### src/hdl/dpu_pkg.sv
// Shared constants, register indexes and the multiplier operand type
// of the depth pixel unprojector. Depends on nothing.
package dpu_pkg;

  // Frame and capacity limits
  localparam int MAX_WIDTH  = 4096;
  localparam int MAX_HEIGHT = 4096;
  localparam int MAX_POINTS = 16777216;

  // Field and counter widths
  localparam int COUNT_W = 12;
  localparam int SIZE_W  = 13;
  localparam int KEEP_W  = 25;
  localparam int MAG_W   = 17;
  localparam int DATA_W  = 25;
  localparam int INDEX_W = 3;

  // Shared multiplier: 32 x 25 unsigned, registered product
  localparam int MUL_A_W = 32;
  localparam int MUL_B_W = 25;
  localparam int MUL_P_W = MUL_A_W + MUL_B_W;

  // Configuration register indexes
  localparam logic [INDEX_W-1:0] REG_DEPTH_SCALE    = 3'd0;
  localparam logic [INDEX_W-1:0] REG_CENTER_X       = 3'd1;
  localparam logic [INDEX_W-1:0] REG_CENTER_Y       = 3'd2;
  localparam logic [INDEX_W-1:0] REG_RECIP_FOCAL_X  = 3'd3;
  localparam logic [INDEX_W-1:0] REG_RECIP_FOCAL_Y  = 3'd4;
  localparam logic [INDEX_W-1:0] REG_FRAME_WIDTH    = 3'd5;
  localparam logic [INDEX_W-1:0] REG_FRAME_HEIGHT   = 3'd6;
  localparam logic [INDEX_W-1:0] REG_POINT_CAPACITY = 3'd7;

  typedef struct packed {
    logic [MUL_A_W-1:0] a;
    logic [MUL_B_W-1:0] b;
  } mul_op_t;

  // Map a size of zero to one and cap it at the maximum
  function automatic logic [SIZE_W-1:0] clamp_size(input logic [SIZE_W-1:0] v,
                                                   input logic [SIZE_W-1:0] maxv);
    logic [SIZE_W-1:0] r;
    if (v == '0) begin
      r = SIZE_W'(1);
    end else if (v > maxv) begin
      r = maxv;
    end else begin
      r = v;
    end
    return r;
  endfunction

endpackage

### src/hdl/dpu_mul.sv
// Shared unsigned multiplier of the unprojector with a registered product.
// Depends on dpu_pkg for the operand type and widths.
module dpu_mul (
  input  logic                      clk,
  input  dpu_pkg::mul_op_t          op,
  output logic [dpu_pkg::MUL_P_W-1:0] prod
);
  import dpu_pkg::*;

  // Register the product of the two operands
  always_ff @(posedge clk) begin
    prod <= MUL_P_W'(op.a) * MUL_P_W'(op.b);
  end

endmodule

### src/hdl/depth_pixel_unprojector.sv
// Channel  | Signals                                  | Direction
// pixel    | pixel_valid, pixel_stall, raw_depth      | in (stall out)
// point    | point_valid, point_stall, point_x/y/z,   | out (stall in)
//          | kept, frame_end, points_used             |
// config   | cfg_write, cfg_index, cfg_data           | in
//
// A kept pixel steps through states S_Z to S_AY, in which seven products pass
// one after another through the single 32x25 multiplier, and then to S_WB.
// A pixel that is not kept goes straight to S_WB. pixel_stall is high while busy.
// A finished transaction waits in the output register while point_stall is high.
// rst (synchronous) loads register defaults and clears counters and valid.
// Top level of the depth pixel unprojector; depends on dpu_pkg and dpu_mul.
module depth_pixel_unprojector (
  input  logic                        clk,
  input  logic                        rst,
  input  logic                        pixel_valid,
  output logic                        pixel_stall,
  input  logic [15:0]                 raw_depth,
  output logic                        point_valid,
  input  logic                        point_stall,
  output logic signed [31:0]          point_x,
  output logic signed [31:0]          point_y,
  output logic [31:0]                 point_z,
  output logic                        kept,
  output logic                        frame_end,
  output logic [dpu_pkg::KEEP_W-1:0]  points_used,
  input  logic                        cfg_write,
  input  logic [dpu_pkg::INDEX_W-1:0] cfg_index,
  input  logic [dpu_pkg::DATA_W-1:0]  cfg_data
);
  import dpu_pkg::*;

  localparam logic [3:0] S_IDLE = 4'd0;
  localparam logic [3:0] S_Z    = 4'd1;
  localparam logic [3:0] S_MX   = 4'd2;
  localparam logic [3:0] S_LX   = 4'd3;
  localparam logic [3:0] S_HX   = 4'd4;
  localparam logic [3:0] S_AX   = 4'd5;
  localparam logic [3:0] S_LY   = 4'd6;
  localparam logic [3:0] S_HY   = 4'd7;
  localparam logic [3:0] S_AY   = 4'd8;
  localparam logic [3:0] S_WB   = 4'd9;

  // Configuration registers
  logic [23:0]         depth_scale;
  logic [15:0]         center_x;
  logic [15:0]         center_y;
  logic [24:0]         recip_focal_x;
  logic [24:0]         recip_focal_y;
  logic [SIZE_W-1:0]   frame_width;
  logic [SIZE_W-1:0]   frame_height;
  logic [KEEP_W-1:0]   point_capacity;

  // Frame position and kept count
  logic [COUNT_W-1:0]  column_count;
  logic [COUNT_W-1:0]  row_count;
  logic [KEEP_W-1:0]   kept_count;

  logic [3:0]          state;
  logic [3:0]          state_next;

  // Latched item
  logic [15:0]         raw;
  logic [MAG_W-1:0]    mag_x;
  logic [MAG_W-1:0]    mag_y;
  logic                neg_x;
  logic                neg_y;
  logic                item_keep;
  logic                item_fend;
  logic [KEEP_W-1:0]   item_used;

  // Working registers of the sequence
  logic [31:0]         z;
  logic [24:0]         m_hi;
  logic [24:0]         lo_part;
  logic [31:0]         coord_x;
  logic [31:0]         coord_y;

  mul_op_t             op;
  logic [MUL_P_W-1:0]  prod;

  logic                accept;
  logic [SIZE_W-1:0]   width_eff;
  logic [SIZE_W-1:0]   height_eff;
  logic [SIZE_W-1:0]   col_inc;
  logic [SIZE_W-1:0]   row_inc;
  logic                last_col;
  logic                last_row;
  logic                fend_now;
  logic [KEEP_W-1:0]   cap;
  logic                keep_now;
  logic [KEEP_W-1:0]   used_now;
  logic [17:0]         dx;
  logic [17:0]         dy;
  logic [17:0]         dx_abs;
  logic [17:0]         dy_abs;
  logic [50:0]         sum;
  logic [31:0]         coord_sat;
  logic                coord_neg;
  logic                out_free;

  // Clip a signed magnitude to the Q16.16 range
  function automatic logic [31:0] saturate(input logic [46:0] v, input logic neg);
    logic        big;
    logic [31:0] r;
    big = |v[46:31];
    if (neg) begin
      r = big ? 32'h8000_0000 : (32'd0 - v[31:0]);
    end else begin
      r = big ? 32'h7FFF_FFFF : v[31:0];
    end
    return r;
  endfunction

  dpu_mul u_mul (
    .clk  (clk),
    .op   (op),
    .prod (prod)
  );

  assign pixel_stall = (state != S_IDLE);
  assign accept      = pixel_valid && !pixel_stall;
  assign out_free    = !point_valid || !point_stall;

  // Frame position tests and capacity check for the incoming pixel
  always_comb begin
    width_eff  = clamp_size(frame_width, SIZE_W'(MAX_WIDTH));
    height_eff = clamp_size(frame_height, SIZE_W'(MAX_HEIGHT));
    col_inc    = {1'b0, column_count} + SIZE_W'(1);
    row_inc    = {1'b0, row_count} + SIZE_W'(1);
    last_col   = (col_inc >= width_eff);
    last_row   = (row_inc >= height_eff);
    fend_now   = last_col && last_row;
    cap        = (point_capacity > KEEP_W'(MAX_POINTS)) ? KEEP_W'(MAX_POINTS)
                                                        : point_capacity;
    keep_now   = (kept_count < cap);
    used_now   = keep_now ? (kept_count + KEEP_W'(1)) : kept_count;
    dx         = {2'b00, column_count, 4'b0000} - {2'b00, center_x};
    dy         = {2'b00, row_count, 4'b0000} - {2'b00, center_y};
    dx_abs     = dx[17] ? (18'd0 - dx) : dx;
    dy_abs     = dy[17] ? (18'd0 - dy) : dy;
  end

  // Final add of the split product, drop four fraction bits, saturate
  always_comb begin
    sum       = {1'b0, prod[49:0]} + 51'(lo_part);
    coord_neg = (state == S_AX) ? neg_x : neg_y;
    coord_sat = saturate(sum[50:4], coord_neg);
  end

  // Multiplier operands for each step
  always_comb begin
    op = '0;
    unique case (state)
      S_Z:  begin
        op.a = MUL_A_W'(raw);
        op.b = MUL_B_W'(depth_scale);
      end
      S_MX: begin
        op.a = prod[39:8];
        op.b = MUL_B_W'(mag_x);
      end
      S_LX: begin
        op.a = MUL_A_W'(prod[23:0]);
        op.b = recip_focal_x;
      end
      S_HX: begin
        op.a = MUL_A_W'(m_hi);
        op.b = recip_focal_x;
      end
      S_AX: begin
        op.a = z;
        op.b = MUL_B_W'(mag_y);
      end
      S_LY: begin
        op.a = MUL_A_W'(prod[23:0]);
        op.b = recip_focal_y;
      end
      S_HY: begin
        op.a = MUL_A_W'(m_hi);
        op.b = recip_focal_y;
      end
      default: begin
        op = '0;
      end
    endcase
  end

  // Sequencer
  always_comb begin
    state_next = state;
    unique case (state)
      S_IDLE: begin
        if (accept) begin
          state_next = keep_now ? S_Z : S_WB;
        end
      end
      S_Z:  state_next = S_MX;
      S_MX: state_next = S_LX;
      S_LX: state_next = S_HX;
      S_HX: state_next = S_AX;
      S_AX: state_next = S_LY;
      S_LY: state_next = S_HY;
      S_HY: state_next = S_AY;
      S_AY: state_next = S_WB;
      S_WB: begin
        if (out_free) begin
          state_next = S_IDLE;
        end
      end
      default: state_next = S_IDLE;
    endcase
  end

  // Control state, configuration and frame counters
  always_ff @(posedge clk) begin
    if (rst) begin
      state          <= S_IDLE;
      point_valid    <= 1'b0;
      column_count   <= '0;
      row_count      <= '0;
      kept_count     <= '0;
      depth_scale    <= 24'd1678;
      center_x       <= 16'd5120;
      center_y       <= 16'd3840;
      recip_focal_x  <= 25'd27962;
      recip_focal_y  <= 25'd27962;
      frame_width    <= SIZE_W'(640);
      frame_height   <= SIZE_W'(480);
      point_capacity <= KEEP_W'(307200);
    end else begin
      state <= state_next;

      // Output register: load on write-back, drop once taken
      if (state == S_WB && out_free) begin
        point_valid <= 1'b1;
      end else if (point_valid && !point_stall) begin
        point_valid <= 1'b0;
      end

      // Advance the raster position
      if (accept) begin
        if (fend_now) begin
          column_count <= '0;
          row_count    <= '0;
          kept_count   <= '0;
        end else begin
          kept_count <= used_now;
          if (last_col) begin
            column_count <= '0;
            row_count    <= row_count + COUNT_W'(1);
          end else begin
            column_count <= column_count + COUNT_W'(1);
          end
        end
      end

      if (cfg_write) begin
        unique case (cfg_index)
          REG_DEPTH_SCALE:    depth_scale    <= cfg_data[23:0];
          REG_CENTER_X:       center_x       <= cfg_data[15:0];
          REG_CENTER_Y:       center_y       <= cfg_data[15:0];
          REG_RECIP_FOCAL_X:  recip_focal_x  <= cfg_data;
          REG_RECIP_FOCAL_Y:  recip_focal_y  <= cfg_data;
          REG_FRAME_WIDTH:    frame_width    <= cfg_data[SIZE_W-1:0];
          REG_FRAME_HEIGHT:   frame_height   <= cfg_data[SIZE_W-1:0];
          REG_POINT_CAPACITY: point_capacity <= cfg_data;
          default: ;
        endcase
      end
    end
  end

  // Datapath and output payload
  always_ff @(posedge clk) begin
    if (accept) begin
      raw       <= raw_depth;
      mag_x     <= dx_abs[MAG_W-1:0];
      mag_y     <= dy_abs[MAG_W-1:0];
      neg_x     <= dx[17];
      neg_y     <= !dy[17];
      item_keep <= keep_now;
      item_fend <= fend_now;
      item_used <= used_now;
    end
    if (state == S_MX) begin
      z <= prod[39:8];
    end
    if (state == S_LX || state == S_LY) begin
      m_hi <= prod[48:24];
    end
    if (state == S_HX || state == S_HY) begin
      lo_part <= prod[48:24];
    end
    if (state == S_AX) begin
      coord_x <= coord_sat;
    end
    if (state == S_AY) begin
      coord_y <= coord_sat;
    end
    if (state == S_WB && out_free) begin
      point_x     <= item_keep ? coord_x : 32'd0;
      point_y     <= item_keep ? coord_y : 32'd0;
      point_z     <= item_keep ? z : 32'd0;
      kept        <= item_keep;
      frame_end   <= item_fend;
      points_used <= item_used;
    end
  end

  // A dropped point carries no coordinates
  assert property (@(posedge clk) disable iff (rst)
    point_valid && !kept |-> point_x == 0 && point_y == 0 && point_z == 0)
    else $error("dropped point with non-zero coordinates");

  // A kept point always counts itself
  assert property (@(posedge clk) disable iff (rst)
    point_valid && kept |-> points_used != 0)
    else $error("kept point reports zero points used");

  // The last pixel of a frame restarts all counters
  assert property (@(posedge clk) disable iff (rst)
    accept && fend_now |=> column_count == 0 && row_count == 0 && kept_count == 0)
    else $error("counters not cleared after frame end");

  // An accepted pixel starts the product sequence or goes straight to write-back
  assert property (@(posedge clk) disable iff (rst)
    accept |=> state == S_Z || state == S_WB)
    else $error("sequencer did not start after acceptance");

endmodule
### config.mk
export PLATFORM = sky130hd
export DESIGN_NAME = depth_pixel_unprojector
export DESIGN_NICKNAME = d
export VERILOG_FILES = /design/src/hdl/dpu_pkg.sv /design/src/hdl/dpu_mul.sv /design/src/hdl/depth_pixel_unprojector.sv
export SDC_FILE = /design/constraint.sdc
export NUM_CORES = 2
export LEC_CHECK = 0
export BUFFER_PORTS_ARGS = -buffer_cell sky130_fd_sc_hd__buf_2
export CORE_MARGIN = 10
export CORE_UTILIZATION = 45
export CTS_BUF_LIST = sky130_fd_sc_hd__clkbuf_8
export DETAILED_ROUTE_END_ITERATION = 12
export SLEW_MARGIN = 20
export SYNTH_ARGS = -nofsm -noshare
export SYNTH_HDL_FRONTEND = slang
export SYNTH_SLANG_ARGS = --single-unit
export TNS_END_PERCENT = 10
### constraint.sdc
create_clock -name clk -period 12.7 [get_ports clk]
set_clock_uncertainty 0.2 [all_clocks]
set_input_delay 1.27 -clock clk [delete_from_list [all_inputs] [get_ports clk]]
set_output_delay 1.27 -clock clk [all_outputs]
set_load 0.02 [all_outputs]
==> key figures <==
Run status
  • Outcome: finished, final reports clean

Routing
  • DRC: 0
  • Mean routed wirelength per cell: 22.03 um
  • Post-Route WL: between 150000 and 200000 um
  • Starting DRC count in detailed routing: about 3400
  • Routed vias: ~41000
  • Final antenna-violating net count: 0
  • DR pass1 iterations: 6
  • Via density: approximately 5.6

Yosys
  • Synth async-reset ratio: 0%
  • Compound-gate portion of the synthesized area: about 10%
  • Synth Flop Type: edfxtp_1
  • Largest area contributor in the netlist: fa_1
  • Register area share after synthesis: between 20 and 30%
  • Post-synth cell types: 90
  • EDFF count, synth: around 350
  • Area share of the largest cell type after synthesis: around 25%
  • Most frequent cell after synthesis: nand2_1
  • Avg Cell Area, Syn: 9.182 um2
  • Simple-Gate Fraction of Synth Area: between 10% and 20%
  • Synth Area in XOR/XNOR: ~2.7%
  • Area share of fa/ha/maj cells after synthesis: between 30% and 40%
  • YS warnings: 0
  • Netlist Area Pre-Place: between 50000 and 60000 um2
  • Synth area leaders: fa_1 25%, edfxtp_1 20%, dfxtp_1 9.9%, nand2_1 8.0%, inv_1 6.1%
  • Largest family of logic cells by synthesized area: adder cells
  • #FFs+latches synth: ~600
  • Post-synth top cells: 1115 x nand2_1, 859 x inv_1, 668 x fa_1, 365 x nor2_1, 348 x edfxtp_1
  • Post-synthesis mux area share: less than 1%
  • Synthesized instance count: 5723

Timing
  • Crit share post-route: between 80 and 90%
  • Worst-Margin Slew: 1.212 ns
  • Final hold slack: approximately 0.22 ns
  • Final setup violation count: 0
  • Setup TNS Final: 0 ns
  • Final slew viol count: 0
  • Fin. Hold Viols: 0
  • RSZ-0062 raised after global routing: false
  • Final worst slack: roughly 2.5 ns
  • Relative slew slack: a little under a fifth
  • Minimum clock period: just over 10 ns
  • Fmax: 98.25 MHz

Global routing
  • Gr ovfl total: 0
  • Total track usage: 24.68%
  • First-pass GRT wire length: approximately 250000 um
  • Vias in the first global route: about 42000
  • Antenna violations before repair: 4
  • Largest net degree at the start of global routing: 98

Power and ir drop
  • Clk pwr share: 24.9%
  • Max VDD drop: ~83 uV
  • Comb pwr share: roughly two fifths
  • Sw Ratio: between 40% and 50%
  • Switching power: roughly 2.8 mW
  • Internal power: 3.952 mW
  • Sequential share of power: a little over a third
  • Leakage: roughly 25 nW
  • PwrDens: between 100 and 150 nW/um2

Placement
  • Gpl congestion: approximately 0.94
  • Post-detail-place hpwl: approximately 120000 um
  • Port Buffer Count: 173
  • Inst Count DP: 7248
  • Dpl ws: approximately 2.6 ns

Final layout
  • Final net count: approximately 6800
  • Multi-input gate area: roughly 33000 um2
  • Register area: approximately 16000 um2
  • Post-route insts no fill: around 7400
  • Fin util: between 40 and 50%
  • Area grow syn2layout: 8.591%
  • Ratio of cells with drive above 1 in the final layout: under 10%
  • # fillers: roughly 11000

Die
  • Row Count: about 130
  • Full die area: between 100000 and 150000 um2
  • # IOs: 174
  • Overall die height: 361.7 um
  • Initial Utilization: 45.28%
  • Core ar.: roughly 120000 um2
  • Die width: 361.7 um

Clocking
  • CTS tree: yes
  • Clock Tree Root: clkbuf_8
  • CTS sink cnt: 609
  • CTS clk-pin slew, worst paths: ~0.070 ns
  • # H-tree levels: 3
  • TritonCTS Buffers: just over 90
  • Latest clock arrival within the worst-skew pair: between 0.7 and 0.8 ns
  • Hold Buf Count CTS: 0
  • Post-CTS sizing: 0
  • Setup bufs post-CTS: 0
  • CTS Buffer Depth: 3

Setup path
  • Crit path capture type: flip-flop
  • Worst R2R Path Depth: 32
  • Critical path depth: 32
  • Slowest cell on the critical path: a221o_1
  • Critical Path AT: between 10 and 15 ns
  • Worst R2R End: u_mul.prod[42]
  • Worst EP required: ~13 ns
  • Register-to-register setup slack: about 2.5 ns
  • Max incr delay on CP: 0.74 ns
  • Setup Crit Path Kind: flip-flop to flip-flop
  • Worst path buffer plus inverter count: 8
  • Crit. Startpoint: state[2]
  • Crit-path leading delay family: adder cells
  • FF-to-FF Start: state[2]
  • CP Max Fanout: 21
  • CP Capture Point: u_mul.prod[42]
  • CP startpoint kind: flip-flop

Worst hold path
  • Hold Path Class: flip-flop to flip-flop

Flow run
  • Max_cap viols: 0
final cells by class:
cell class | count | share of cell area, %
diodes | 3 | 0.01316
flip-flops and latches | 609 | 27.47
well taps | 1524 | 3.342
clock inverters | 64 | 0.7850
multi-input cells | 3985 | 57.34
clock buffers | 105 | 2.533
repair buffers | 271 | 2.846
inverters | 861 | 5.668
power by group through the flow:
stage | sequential (mW) | combinational (mW) | clock, mW
floorplan | 2.38 | 1.70 | 0
global placement | 2.49 | 2.52 | 0
detailed placement | 2.49 | 2.54 | 0
CTS | 2.45 | 2.56 | 1.71
global route | 2.46 | 2.83 | 1.80
finish | 2.46 | 2.58 | 1.67
kinds of logic (layout without fill, tap and decap cells):
group	after synthesis	in the layout
muxes	10	10
adders and majority gates	925	925
other	2	31
xor gates and xnor gates	164	164
AOI/OAI and AO/OA	800	800
buffers and inverters	1155	1301
DFF	609	609
and+or+nand+nor	2058	2058
flip-flops by register name, summed over array words and instances, names as in the netlist, 32 cells and up:
name / count
u_mul.prod: 50
z: 32
coord_y: 32
point_x: 32
point_z: 32
point_y: 32
coord_x: 32
worst register-to-register path, delay by kind of cell, from the launching register on:
family / cells / cell delay (ns)
buf+inv: 8 / 0.77
flops: 1 / 0.63
compound gates: 10 / 3.12
fa+ha+maj: 8 / 3.95
simple gates: 5 / 1.28
xor+xnor: 1 / 0.14
cell usage in the layout, fill, tap and decap left out, types with 53 or more instances in the layout:
master | netlist | routed
fa_1 | 668 | 668
nand3_1 | 125 | 124
xnor2_1 | 110 | 110
a21o_1 | 66 | 66
dfxtp_1 | 261 | 261
inv_1 | 859 | 886
and2_1 | 138 | 138
ha_1 | 257 | 257
xor2_1 | 54 | 54
nor2_1 | 365 | 360
a22oi_1 | 69 | 69
a21oi_1 | 288 | 286
nand2_1 | 1115 | 1115
clkbuf_8 | 0 | 105
nor3_1 | 64 | 60
buf_4 | 0 | 96
o21ai_0 | 104 | 103
edfxtp_1 | 348 | 348
nand4_1 | 53 | 53
buf_2 | 7 | 172
worst min-delay path by stage:
stage                             start              end  slack, ns  cells after the start
after global routing          item_fend        frame_end       0.23                      0
after floorplan               item_fend        frame_end       0.20                      0
after CTS                  item_used[2]   points_used[2]       0.22                      0
after global placement    item_used[20]  points_used[20]       0.20                      0
final                     item_used[23]  points_used[23]       0.22                      0
after detailed placement  item_used[20]  points_used[20]       0.21                      0
per-stage QoR:
| stage | area, um2 | power (mW) |
|---|---|---|
| after global routing | 57060 | 7.088 |
| after global placement | 55130 | 5.009 |
| after detailed placement | 55140 | 5.031 |
| after CTS | 57030 | 6.721 |
| final | 57060 | 6.714 |
| after floorplan | 52650 | 4.083 |
routing by layer:
metal  global-route usage, %  up-vias  wire, um
met1                   31.92    20730     67030
met5                       0        -         0
li1                        -    18700         -
met4                   10.03        0      7540
met3                   4.232      346     11840
met2                   40.91     1582     77100
Note: power is estimated with default switching activity, not from simulation.
